--- src/rtl/hbf_pkg.sv ---
`timescale 1ns / 1ps
// ----------------------------------------------------------------------------
// hbf_pkg
// Shared types and constants for the HDLC-style byte framer with CRC-16.
// ----------------------------------------------------------------------------
package hbf_pkg;

    localparam int          CFG_IDX_W   = 2;
    localparam int          CFG_DATA_W  = 8;
    localparam int          QUEUE_DEPTH = 4;

    localparam logic [7:0]  ESC_BYTE    = 8'h7D;
    localparam logic [7:0]  FLAG_BYTE   = 8'h7E;
    localparam logic [7:0]  XOR_MASK    = 8'h20;
    localparam logic [15:0] CRC_POLY    = 16'h8408;
    localparam logic [15:0] CRC_INIT    = 16'hFFFF;

    localparam logic [CFG_IDX_W-1:0] REG_START_ENABLE = 2'd0;
    localparam logic [CFG_IDX_W-1:0] REG_START_CHAR   = 2'd1;
    localparam logic [CFG_IDX_W-1:0] REG_END_CHAR     = 2'd2;

    typedef struct packed {
        logic [7:0] data_byte;
        logic       last_byte;
    } hbf_in_t;

    typedef struct packed {
        logic [7:0] out_byte;
        logic       frame_end;
        logic       run_last;
    } hbf_out_t;

    // One classified input word, everything the emitter needs
    typedef struct packed {
        logic        has_start;
        logic [7:0]  open_flag;
        logic [7:0]  data_byte;
        logic        last_byte;
        logic [15:0] fcs;
        logic [7:0]  close_flag;
    } hbf_job_t;

    typedef enum logic [2:0] {
        PH_START,
        PH_DATA,
        PH_FCS_LO,
        PH_FCS_HI,
        PH_END
    } hbf_phase_t;

endpackage

--- src/rtl/hbf_front.sv ---
`timescale 1ns / 1ps
// ----------------------------------------------------------------------------
// hbf_front
// Accepts payload words, keeps frame state and the running CRC, holds the
// configuration registers and pushes one job per word into the queue.
// ----------------------------------------------------------------------------
module hbf_front (
    input  logic                             aclk,
    input  logic                             aresetn,
    input  logic                             s_valid,
    output logic                             s_ready,
    input  hbf_pkg::hbf_in_t                 s_data,
    input  logic                             cfg_wr_en,
    input  logic [hbf_pkg::CFG_IDX_W-1:0]    cfg_index,
    input  logic [hbf_pkg::CFG_DATA_W-1:0]   cfg_wdata,
    input  logic                             q_full,
    output logic                             q_push,
    output hbf_pkg::hbf_job_t                q_job
);
    import hbf_pkg::*;

    logic        start_enable_reg;
    logic [7:0]  open_flag_reg;
    logic [7:0]  close_flag_reg;
    logic [15:0] crc_reg;
    logic [15:0] crc_next;
    logic        frame_open_reg;
    logic        frame_open_next;
    logic [15:0] crc_seed;
    logic [15:0] crc_new;

    function automatic logic [15:0] crc_byte(input logic [15:0] crc, input logic [7:0] b);
        logic [15:0] c;
        c = crc ^ {8'h00, b};
        for (int i = 0; i < 8; i++) begin
            c = c[0] ? ((c >> 1) ^ CRC_POLY) : (c >> 1);
        end
        return c;
    endfunction

    assign s_ready  = !q_full;
    assign q_push   = s_valid && !q_full;
    assign crc_seed = frame_open_reg ? crc_reg : CRC_INIT;
    assign crc_new  = crc_byte(crc_seed, s_data.data_byte);

    always_comb begin
        q_job.has_start  = !frame_open_reg && start_enable_reg;
        q_job.open_flag  = open_flag_reg;
        q_job.data_byte  = s_data.data_byte;
        q_job.last_byte  = s_data.last_byte;
        q_job.fcs        = ~crc_new;
        q_job.close_flag = close_flag_reg;
    end

    always_comb begin
        crc_next        = crc_reg;
        frame_open_next = frame_open_reg;
        if (q_push) begin
            // close the frame on its last word and rearm the CRC
            crc_next        = s_data.last_byte ? CRC_INIT : crc_new;
            frame_open_next = !s_data.last_byte;
        end
    end

    always_ff @(posedge aclk) begin
        if (!aresetn) begin
            start_enable_reg <= 1'b1;
            open_flag_reg    <= FLAG_BYTE;
            close_flag_reg   <= FLAG_BYTE;
            crc_reg          <= CRC_INIT;
            frame_open_reg   <= 1'b0;
        end else begin
            crc_reg        <= crc_next;
            frame_open_reg <= frame_open_next;
            if (cfg_wr_en) begin
                case (cfg_index)
                    REG_START_ENABLE: start_enable_reg <= cfg_wdata[0];
                    REG_START_CHAR:   open_flag_reg    <= cfg_wdata[7:0];
                    REG_END_CHAR:     close_flag_reg   <= cfg_wdata[7:0];
                    default: ;
                endcase
            end
        end
    end

endmodule

--- src/rtl/hbf_queue.sv ---
`timescale 1ns / 1ps
// ----------------------------------------------------------------------------
// hbf_queue
// Short job queue between the front and the emitter.
// ----------------------------------------------------------------------------
module hbf_queue #(
    parameter int DEPTH = hbf_pkg::QUEUE_DEPTH
) (
    input  logic              aclk,
    input  logic              aresetn,
    input  logic              push,
    input  hbf_pkg::hbf_job_t push_job,
    output logic              full,
    input  logic              pop,
    output logic              empty,
    output hbf_pkg::hbf_job_t head_job
);
    import hbf_pkg::*;

    localparam int PTR_W = (DEPTH > 1) ? $clog2(DEPTH) : 1;
    localparam int CNT_W = $clog2(DEPTH + 1);

    hbf_job_t           mem [DEPTH];
    logic [PTR_W-1:0]   wr_ptr_reg;
    logic [PTR_W-1:0]   rd_ptr_reg;
    logic [CNT_W-1:0]   count_reg;
    logic [PTR_W-1:0]   wr_ptr_next;
    logic [PTR_W-1:0]   rd_ptr_next;
    logic [CNT_W-1:0]   count_next;
    logic               do_push;
    logic               do_pop;

    assign full     = (count_reg == CNT_W'(DEPTH));
    assign empty    = (count_reg == '0);
    assign do_push  = push && !full;
    assign do_pop   = pop && !empty;
    assign head_job = mem[rd_ptr_reg];

    always_comb begin
        wr_ptr_next = wr_ptr_reg;
        rd_ptr_next = rd_ptr_reg;
        count_next  = count_reg;
        if (do_push) begin
            wr_ptr_next = (wr_ptr_reg == PTR_W'(DEPTH - 1)) ? '0 : wr_ptr_reg + 1'b1;
        end
        if (do_pop) begin
            rd_ptr_next = (rd_ptr_reg == PTR_W'(DEPTH - 1)) ? '0 : rd_ptr_reg + 1'b1;
        end
        if (do_push && !do_pop) begin
            count_next = count_reg + 1'b1;
        end else if (do_pop && !do_push) begin
            count_next = count_reg - 1'b1;
        end
    end

    always_ff @(posedge aclk) begin
        if (!aresetn) begin
            wr_ptr_reg <= '0;
            rd_ptr_reg <= '0;
            count_reg  <= '0;
        end else begin
            wr_ptr_reg <= wr_ptr_next;
            rd_ptr_reg <= rd_ptr_next;
            count_reg  <= count_next;
        end
    end

    always_ff @(posedge aclk) begin
        if (do_push) begin
            mem[wr_ptr_reg] <= push_job;
        end
    end

endmodule

--- src/rtl/hbf_back.sv ---
`timescale 1ns / 1ps
// ----------------------------------------------------------------------------
// hbf_back
// Emitter: walks each job through start (if any), payload, FCS and end (last
// word only), escaping bytes; one output word per cycle unless m_ready stalls.
// ----------------------------------------------------------------------------
module hbf_back (
    input  logic              aclk,
    input  logic              aresetn,
    input  logic              q_empty,
    input  hbf_pkg::hbf_job_t q_head,
    output logic              q_pop,
    output logic              m_valid,
    input  logic              m_ready,
    output hbf_pkg::hbf_out_t m_data
);
    import hbf_pkg::*;

    hbf_job_t   job_reg;
    hbf_job_t   job_next;
    logic       job_valid_reg;
    logic       job_valid_next;
    hbf_phase_t phase_reg;
    hbf_phase_t phase_next;
    logic       esc_pend_reg;
    logic       esc_pend_next;
    logic       m_valid_reg;
    logic       m_valid_next;
    hbf_out_t   m_data_reg;
    hbf_out_t   m_data_next;

    logic       adv;
    logic       emit;
    logic [7:0] sel_byte;
    logic       sel_esc;
    logic       byte_done;
    logic       job_end;
    logic       need_load;
    hbf_out_t   word;

    assign adv  = !m_valid_reg || m_ready;
    assign emit = job_valid_reg && adv;

    always_comb begin
        case (phase_reg)
            PH_FCS_LO: sel_byte = job_reg.fcs[7:0];
            PH_FCS_HI: sel_byte = job_reg.fcs[15:8];
            default:   sel_byte = job_reg.data_byte;
        endcase
    end

    assign sel_esc = (sel_byte == ESC_BYTE) || (sel_byte == FLAG_BYTE);

    always_comb begin
        word      = '0;
        byte_done = 1'b1;
        job_end   = 1'b0;
        unique case (phase_reg)
            PH_START: begin
                word.out_byte = job_reg.open_flag;
            end
            PH_DATA, PH_FCS_LO, PH_FCS_HI: begin
                if (esc_pend_reg) begin
                    word.out_byte = sel_byte ^ XOR_MASK;
                end else if (sel_esc) begin
                    word.out_byte = ESC_BYTE;
                    byte_done     = 1'b0;
                end else begin
                    word.out_byte = sel_byte;
                end
                job_end = byte_done && (phase_reg == PH_DATA) && !job_reg.last_byte;
            end
            PH_END: begin
                word.out_byte  = job_reg.close_flag;
                word.frame_end = 1'b1;
                job_end        = 1'b1;
            end
            default: ;
        endcase
        word.run_last = job_end;
    end

    assign need_load = !job_valid_reg || (emit && job_end);
    assign q_pop     = need_load && !q_empty;

    always_comb begin
        job_next       = job_reg;
        job_valid_next = job_valid_reg;
        phase_next     = phase_reg;
        esc_pend_next  = esc_pend_reg;
        if (emit) begin
            esc_pend_next = !byte_done;
            if (byte_done) begin
                unique case (phase_reg)
                    PH_START:  phase_next = PH_DATA;
                    PH_DATA:   phase_next = PH_FCS_LO;
                    PH_FCS_LO: phase_next = PH_FCS_HI;
                    PH_FCS_HI: phase_next = PH_END;
                    PH_END:    phase_next = PH_DATA;
                    default:   phase_next = PH_DATA;
                endcase
            end
        end
        if (need_load) begin
            job_valid_next = !q_empty;
            job_next       = q_head;
            phase_next     = q_head.has_start ? PH_START : PH_DATA;
            esc_pend_next  = 1'b0;
        end
    end

    always_comb begin
        m_valid_next = m_valid_reg;
        m_data_next  = m_data_reg;
        if (adv) begin
            m_valid_next = job_valid_reg;
            m_data_next  = word;
        end
    end

    always_ff @(posedge aclk) begin
        if (!aresetn) begin
            job_valid_reg <= 1'b0;
            phase_reg     <= PH_DATA;
            esc_pend_reg  <= 1'b0;
            m_valid_reg   <= 1'b0;
        end else begin
            job_valid_reg <= job_valid_next;
            phase_reg     <= phase_next;
            esc_pend_reg  <= esc_pend_next;
            m_valid_reg   <= m_valid_next;
        end
    end

    always_ff @(posedge aclk) begin
        job_reg    <= job_next;
        m_data_reg <= m_data_next;
    end

    assign m_valid = m_valid_reg;
    assign m_data  = m_data_reg;

endmodule

--- src/rtl/hdlc_style_byte_framer_crc16.sv ---
`timescale 1ns / 1ps
// ----------------------------------------------------------------------------
// hdlc_style_byte_framer_crc16
// HDLC-style byte framer: start character, escaped payload, CRC-16/X.25
// FCS (low byte first, escaped) and end character.
// ----------------------------------------------------------------------------
// Channel   Dir  Handshake          Word
// s_        in   s_valid/s_ready    data_byte, last_byte
// m_        out  m_valid/m_ready    out_byte, frame_end, run_last
// cfg_      in   cfg_wr_en          cfg_index, cfg_wdata (no read-back)
//
// The emitter produces one output word per cycle unless m_ready stalls it: a
// plain payload byte gives one word, an escaped byte two; a last word adds the
// two FCS bytes and end character, a frame's first word the start character
// if enabled. Input is taken while the job queue has room; the front and the
// emitter stall independently. aresetn is synchronous; no clearing pass.
// ----------------------------------------------------------------------------
module hdlc_style_byte_framer_crc16 #(
    parameter int QUEUE_DEPTH = hbf_pkg::QUEUE_DEPTH
) (
    input  logic                             aclk,
    input  logic                             aresetn,
    input  logic                             s_valid,
    output logic                             s_ready,
    input  hbf_pkg::hbf_in_t                 s_data,
    output logic                             m_valid,
    input  logic                             m_ready,
    output hbf_pkg::hbf_out_t                m_data,
    input  logic                             cfg_wr_en,
    input  logic [hbf_pkg::CFG_IDX_W-1:0]    cfg_index,
    input  logic [hbf_pkg::CFG_DATA_W-1:0]   cfg_wdata
);
    import hbf_pkg::*;

    logic     q_full;
    logic     q_push;
    logic     q_pop;
    logic     q_empty;
    hbf_job_t q_job;
    hbf_job_t q_head;

    hbf_front u_front (
        .aclk      (aclk),
        .aresetn   (aresetn),
        .s_valid   (s_valid),
        .s_ready   (s_ready),
        .s_data    (s_data),
        .cfg_wr_en (cfg_wr_en),
        .cfg_index (cfg_index),
        .cfg_wdata (cfg_wdata),
        .q_full    (q_full),
        .q_push    (q_push),
        .q_job     (q_job)
    );

    hbf_queue #(
        .DEPTH (QUEUE_DEPTH)
    ) u_queue (
        .aclk     (aclk),
        .aresetn  (aresetn),
        .push     (q_push),
        .push_job (q_job),
        .full     (q_full),
        .pop      (q_pop),
        .empty    (q_empty),
        .head_job (q_head)
    );

    hbf_back u_back (
        .aclk    (aclk),
        .aresetn (aresetn),
        .q_empty (q_empty),
        .q_head  (q_head),
        .q_pop   (q_pop),
        .m_valid (m_valid),
        .m_ready (m_ready),
        .m_data  (m_data)
    );

endmodule

--- config.mk ---
export PLATFORM = sky130hd
export DESIGN_NAME = hdlc_style_byte_framer_crc16
export DESIGN_NICKNAME = d
export VERILOG_FILES = /design/src/rtl/hbf_pkg.sv /design/src/rtl/hbf_front.sv /design/src/rtl/hbf_queue.sv /design/src/rtl/hbf_back.sv /design/src/rtl/hdlc_style_byte_framer_crc16.sv
export SDC_FILE = /design/constraint.sdc
export NUM_CORES = 1
export LEC_CHECK = 0
export ABC_AREA = 0
export ABC_CLOCK_PERIOD_IN_PS = 4600
export BUFFER_PORTS_ARGS = -buffer_cell sky130_fd_sc_hd__buf_2
export CORE_ASPECT_RATIO = 1.25
export CORE_UTILIZATION = 50
export CTS_CLUSTER_SIZE = 40
export DETAILED_ROUTE_END_ITERATION = 8
export GPL_TIMING_DRIVEN = 0
export HOLD_SLACK_MARGIN = 0.08
export PLACE_DENSITY = 0.74
export SETUP_SLACK_MARGIN = 0.15
export SLEW_MARGIN = 20
export SYNTH_ARGS = -nofsm -noshare
export SYNTH_HDL_FRONTEND = slang
export SYNTH_SLANG_ARGS = --single-unit
--- constraint.sdc ---
create_clock -name aclk -period 4.6 [get_ports aclk]
set_input_delay 0.69 -clock aclk [delete_from_list [all_inputs] [get_ports aclk]]
set_output_delay 0.69 -clock aclk [all_outputs]
set_load 0.03 [all_outputs]
# Word-level counts from Yosys, hierarchy flattened
# Memories as Yosys holds them, arrays and structs flattened. A register that Yosys moved wholly into a read port is not among the register bits.
# Index checks and enable logic that the tools add are counted.
[op_classes] order_cmp=0 n_mul=0 div=0 shift=0 n_reduce_logical=36 muxes=33 n_bitwise=12 n_eq_ne=11 n_addsub=4
[ops] cell="16-bit 2-to-1 mux" count=10
[ops] cell="2-bit NOT with 3-bit output" count=8
[ops] cell="8-bit one-hot mux with 3 select lines" count=1
[ops] cell="8-bit by 7-bit equality test with 1-bit output, second input constant" count=2
[ops] cell="8-bit 2-to-1 mux" count=2
[ops] cell="16-bit NOT" count=1
[ops] cell="8-bit one-hot mux with 2 select lines" count=1
[ops] cell="16-bit by 8-bit bitwise XOR with 16-bit output" count=1
[ops] cell="3-bit 2-to-1 mux" count=5
[ops] cell="1-bit logical AND" count=11
[ops] cell="1-bit zero test" count=10
[ops] cell="3-bit one-hot mux with 3 select lines" count=1
[ops] cell="1-bit 2-to-1 mux" count=8
[ops] cell="2-bit 2-to-1 mux" count=4
[ops] cell="2-bit AND reduction" count=4
[ops] cell="2-bit equality test, second input constant" count=3
[ops] cell="3-bit by 2-bit equality test with 1-bit output, second input constant" count=2
[ops] cell="3-bit equality test, second input constant" count=2
[ops] cell="3-bit zero test" count=2
[ops] cell="2-bit nonzero test" count=3
[ops] cell="2-bit by 1-bit adder with 2-bit output, second input constant" count=2
[ops] cell="3-bit by 1-bit adder with 3-bit output, second input constant" count=1
[ops] cell="3-bit by 1-bit equality test with 1-bit output, second input constant" count=1
[ops] cell="1-bit logical OR" count=3
[ops] cell="7 further kinds" count=8
[word_totals] latch_bits=0 romBits=0 mem_bits_rw=168 word_cells=117 memories=1 input_bits=24 reg_bits=98
[mem_list] memory="u_queue.mem" depth=4 word_bits=42 read_ports=1 rd_ports_with_merged_regs=1 write_ports=1 line="hbf_queue.sv:23" text="hbf_job_t mem [DEPTH];"

# Longest topological paths before layout
[logic_depth] depth_word=19 ltp_mapped=12

# Cells and area by module
# Synthesis repeated with hierarchy kept, for this count alone.
[hier_totals] hier_cells=654 hier_area_um2=10821.6
[modules_own_cells] module="hbf_queue" cells_per_inst=271 seq_area_each_um2=5225.0 area_per_inst_um2=6593.8 n_inst=1
[modules_own_cells] module="hbf_back" cells_per_inst=155 seq_area_each_um2=1651.6 area_per_inst_um2=2318.5 n_inst=1
[modules_own_cells] module="hbf_front" cells_per_inst=228 seq_area_each_um2=680.7 area_per_inst_um2=1909.3 n_inst=1

# Worst setup path after synthesis
# No wires, ideal clock.
[synth_path] kind="flip-flop to flip-flop" from="register u_back.phase_reg[0]" to="register u_back.job_reg[0] (netlist bit), enable pin" setup_ps=439 t_required_ps=4161 synth_period_minus_slack_ps=3728 path_slack_ps=872 path_stages_with_launch=8 t_arrival_ps=3289 n_path_buf=1 path_cell_list="dfxtp_1 > buf_2 > mux2_1 > mux2i_1 > xnor2_1 > or3_4 > nor2_1 > nor2_1"
[synth_between] elab_chain_cells=12 elab_cells_between_ends=17 cone_classes="eq/ne (6); mux (5); reduce/logical (6)"
[synth_rtl] item="start: declaration" line="hbf_back.sv:23" text="hbf_phase_t phase_reg;"
[synth_rtl] item="start signal: assignment" line="hbf_back.sv:129" text="phase_reg <= phase_next;"
[synth_rtl] item="3-bit by 2-bit equality test with 1-bit output" line="hbf_back.sv:45, hbf_back.sv:58"
[synth_rtl] item="8-bit one-hot mux with 2 select lines" line="hbf_back.sv:45" text="case (phase_reg)"
[synth_rtl] item="8-bit by 7-bit equality test with 1-bit output" line="hbf_back.sv:52" text="assign sel_esc = (sel_byte == ESC_BYTE) || (sel_byte == FLAG_BYTE);"
[synth_rtl] item="1-bit logical OR" line="hbf_back.sv:52"
[synth_rtl] item="1-bit 2-to-1 mux" line="hbf_back.sv:65" text="end else if (sel_esc) begin"
[synth_rtl] item="1-bit 2-to-1 mux" line="hbf_back.sv:63" text="if (esc_pend_reg) begin"
[synth_rtl] item="1-bit 2-to-1 mux" line="hbf_back.sv:58" text="unique case (phase_reg)"
[synth_rtl] item="1-bit logical AND (2 in a row)" line="hbf_back.sv:71" text="job_end = byte_done && (phase_reg == PH_DATA) && !job_reg.last_byte;"
[synth_rtl] item="1-bit one-hot mux with 2 select lines (*)" line="hbf_back.sv:58"
[synth_rtl] item="1-bit logical AND (*)" line="hbf_back.sv:83" text="assign need_load = !job_valid_reg || (emit && job_end);"
[synth_rtl] item="1-bit logical OR (*)" line="hbf_back.sv:83"
[synth_rtl] item="end signal: assignment" line="hbf_back.sv:136" text="job_reg <= job_next;"
[synth_rtl] item="end: declaration" line="hbf_back.sv:19" text="hbf_job_t job_reg;"
# Mark *: on every way between the ends. The rest lies on a longest branch, timed or not. The select of a mux whose other input is x is not followed.
# A chain may end at the register's enable or synchronous reset.

# Worst setup path in the final report
[layout_path] from="register u_back.phase_reg[0]" to="register u_queue.count_reg[2]"
[layout_between] elab_chain_cells=17 elab_cells_between_ends=24 cone_classes="eq/ne (6); mux (6); reduce/logical (12)"
[layout_rtl] item="3-bit by 2-bit equality test with 1-bit output" line="hbf_back.sv:45, hbf_back.sv:58"
[layout_rtl] item="8-bit one-hot mux with 2 select lines" line="hbf_back.sv:45"
[layout_rtl] item="8-bit by 7-bit equality test with 1-bit output" line="hbf_back.sv:52"
[layout_rtl] item="1-bit logical OR" line="hbf_back.sv:52"
[layout_rtl] item="1-bit 2-to-1 mux" line="hbf_back.sv:65"
[layout_rtl] item="1-bit 2-to-1 mux" line="hbf_back.sv:63"
[layout_rtl] item="1-bit 2-to-1 mux" line="hbf_back.sv:58"
[layout_rtl] item="1-bit logical AND (2 in a row)" line="hbf_back.sv:71"
[layout_rtl] item="1-bit one-hot mux with 2 select lines (*)" line="hbf_back.sv:58"
[layout_rtl] item="1-bit logical AND (*)" line="hbf_back.sv:83"
[layout_rtl] item="1-bit logical OR (*)" line="hbf_back.sv:83"
[layout_rtl] item="1-bit logical AND (*)" line="hbf_back.sv:84" text="assign q_pop = need_load && !q_empty;"
[layout_rtl] item="1-bit logical AND (*)" line="hbf_queue.sv:36" text="assign do_pop = pop && !empty;"
[layout_rtl] item="1-bit zero test" line="hbf_queue.sv:49" text="if (do_push && !do_pop) begin"
[layout_rtl] item="1-bit logical AND" line="hbf_queue.sv:49"
[layout_rtl] item="3-bit 2-to-1 mux / 2-bit nonzero test (equally long branches)"
[layout_rtl] item="end signal: assignment" line="hbf_queue.sv:64" text="count_reg <= count_next;"
[layout_rtl] item="end: declaration" line="hbf_queue.sv:26" text="logic [CNT_W-1:0] count_reg;"
# Marked as above.

==> metrics.csv <==
stage,metric,value,unit
job,# Max-Cap Violations,0,
route,Pre-antenna DRT Iters,4,
setup_path,R2R depth,11,
outcome,status,"complete, no violations",
setup_path,Setup crit end kind,register,
timing,Rel. slew slack,33.4,%
power_and_ir_drop,PD cells,588,nW/um2
clocking,clk_lat worst skew,0.51,ns
clocking,post-CTS setup buffer count,0,
min_path,Hold Path Depth,3,
synthesis,Mapped Cells,622,
synthesis,Yosys top cell area share,63.3,%
timing,max-slew violation count,0,
setup_path,worst endpoint data arrival time,4.31,ns
layout,max FFs per register,168,
timing,Min Hold Slack,0.418,ns
synthesis,Yosys top cell by area,edfxtp_1,
grt,GRT Residual Overflow,0,
synthesis,main area contributors after synthesis,"edfxtp_1 (63%), dfxtp_1 (9.4%), mux4_2 (9.1%)",
setup_path,Setup Crit Path Kind,register to register,
die,die height,163,um
layout,"most common cell after layout, fill and taps aside",edfxtp_1,
clocking,Clock Tree Buf Depth,3,
timing,period utilization,84.4,%
die,num ports,36,
grt,met2 Use GR,33.4,%
setup_path,crit-path cells,mux2_2 -> mux2i_1 -> or4b_4 -> or3_4 -> o21ai_4 -> ha_1 -> inv_1 -> fa_1 -> xor2_1 -> or3_1 -> a21boi_0,
placement,gpl congestion,0.812,
grt,GRT busiest layer,met2,
clocking,"Reg clk slew, reported paths",0.07,ns
timing,worst slew pin tran,0.999,ns
placement,port bufs,35,
power_and_ir_drop,Peak VDD IR,0.000365,V
clocking,H-Tree Depth,1,
power_and_ir_drop,static leakage,3.87,nW
grt,initial antenna violation count,0,
clocking,post-cts sizing count,0,
route,DRC errors left,0,
grt,met3 Use GR,2.72,%
synthesis,Yosys cell types,48,
layout,n_diodes,0,
layout,most frequent cells in the layout,"edfxtp_1 (219), nand2_1 (70), dfxtp_1 (49)",
timing,post-route clock skew,0.00529,ns
timing,Achievable Freq,258,MHz
setup_path,Worst setup endpoint,u_queue.count_reg[2],
layout,Non-Filler Instances,973,
setup_path,"delay-heaviest family, CP",simple AND/OR/NAND/NOR gates,
clocking,post-cts hold buffer count,0,
setup_path,Worst Setup SP,u_back.phase_reg[0],
route,Routed Antenna Nets,0,
setup_path,"setup slack, reg-to-reg",0.72,ns
clocking,clock root cell,clkbuf_16,
timing,Setup Viol. Count Final,0,
setup_path,Buf/Inv on CP,1,
min_path,Hold Path Class,input port to register,
setup_path,Crit path largest cell delay,0.56,ns
setup_path,RR Endpoint,u_queue.count_reg[2],
synthesis,sequential area share after synthesis,72.7,%
timing,unrepaired setup endpoints after global routing,false,
layout,final net count,716,
route,Vias/cell,5.59,
placement,Placed Cells,928,
grt,largest net degree at the start of global routing,43,
route,DR WL/cell,20.6,um
placement,placed wire-length estimate,12800,um
timing,final setup margin,0.717,ns
synthesis,Ys Warns,0,
setup_path,worst-path fanout max,6,
route,vias,5436,
timing,setup_tns,0,ns
placement,pre-CTS WS,0.746,ns
setup_path,Worst path slowest cell,dfxtp_1,
synthesis,Seq cells post-synth,268,
synthesis,synthesized net count,653,
clocking,Sink Count,268,
die,Core ar.,20200,um2
die,die area,21400,um2
route,Post-Route WL,20100,um
layout,area grow syn2layout,13.2,%
timing,Hold Fails Final Rpt,0,
route,Initial DRC Count,390,
grt,overall routing resource usage,19.8,%
setup_path,CP startpoint kind,register,
die,Die X,131,um
timing,post-layout min period,3.88,ns
synthesis,area of the mapped netlist,10400,um2
die,initial core utilization,51.3,%
grt,vias in the first global route,5627,
die,FP Rows,58,
grt,global-route wire length before repair,31100,um
layout,layout cells sized above 1,19.2,%
setup_path,Critical R2R Launch,u_back.phase_reg[0],
setup_path,required time of the critical path,5.03,ns
setup_path,Levels on crit path,11,
clocking,total CTS buffers,25,
synthesis,Mapped Avg Cell Area,16.7,um2
clocking,clock tree from TritonCTS,yes,
grt,M1 GR Usage,26.3,%
## synth_stat cells, drive strengths merged
| library cell | number |
|---|---|
| edfxtp | 219 |
| nand2 | 70 |
| dfxtp | 49 |
| mux4 | 42 |
| clkbuf | 22 |
| nor2 | 22 |
| nand3 | 20 |
| xnor2 | 20 |
| nor2b | 16 |
| o21ai | 14 |
| xor2 | 14 |
| mux2i | 12 |
| o2bb2ai | 12 |
| a21oi | 11 |
| inv | 9 |
| a21boi | 8 |
| mux2 | 8 |
| buf | 6 |
| ha | 6 |
| nor3 | 6 |
| and3 | 5 |
| nand2b | 5 |
| or3 | 4 |
| o21a | 3 |
| o22ai | 3 |
| nor3b | 2 |
| a211oi | 1 |
| a221oi | 1 |
| a22o | 1 |
| a2bb2oi | 1 |
| a32oi | 1 |
| and2 | 1 |
| and3b | 1 |
| clkinv | 1 |
| fa | 1 |
| nand3b | 1 |
| o221ai | 1 |
| o31ai | 1 |
| or2 | 1 |
| or4b | 1 |
## metal layers
| layer | routed length [um] | vias up | share of wire, % |
|---|---|---|---|
| li1 | - | 2482 | - |
| met1 | 8420 | 2736 | 42 |
| met2 | 10100 | 185 | 50 |
| met3 | 1080 | 33 | 5.4 |
| met4 | 512 | 0 | 2.6 |
| met5 | 0 | - | 0 |
## report_power, final
group          internal (W)  switching (W)
Combinational      0.000627       0.000946
Sequential          0.00317       0.000154
Clock               0.00117       0.000847
## worst register-to-register path, cell delays in order (launching register included)
cell and delay, ns:
dfxtp_1 0.56, mux2_2 0.43, mux2i_1 0.34, or4b_4 0.53, or3_4 0.44, o21ai_4 0.21
ha_1 0.21, inv_1 0.07, fa_1 0.37, xor2_1 0.18, or3_1 0.30, a21boi_0 0.17
## worst min path at each step
stage                     slack (ns)                      from                        to
after detailed placement        0.47        u_front.crc_reg[7]        u_front.crc_reg[7]
after CTS                       0.40              cfg_wdata[5]  u_front.open_flag_reg[5]
final                           0.42              cfg_wdata[5]  u_front.open_flag_reg[5]
after global placement          0.46        u_front.crc_reg[8]        u_front.crc_reg[8]
after floorplan                 0.43  u_front.start_enable_reg  u_front.start_enable_reg
after global routing            0.42              cfg_wdata[6]  u_front.open_flag_reg[6]
## cell families after synthesis
family | synth area share, %
multiplexers | 11.1
flip-flops | 72.7
adder cells (fa/ha/maj) | 0.915
XOR/XNOR | 2.87
AND/OR/NAND/NOR | 7.06
buffers and inverters | 1.46
AO/OA/AOI/OAI | 3.86
## per-stage QoR
step | cell area (um2) | total power [W] | util [%]
finish | 11800 | 0.00692 | 58.1
global route | 11800 | 0.00720 | 58.1
CTS | 11800 | 0.00696 | 58.1
detailed placement | 11000 | 0.00497 | 54.1
global placement | 10900 | 0.00487 | 53.9
floorplan | 10400 | 0.00445 | -
## area by class of cell
class                      count  area (um2)
sequential                   268        7560
tap                          270         338
multi-input combinational    316        2710
clock buffer                  36         737
timing repair buffer          36         195
clock inverter                 9        75.1
buffer                        28         114
fill                        1497        8480
inverter                      10        37.5
No activity file was read; power rests on OpenSTA's default activity.
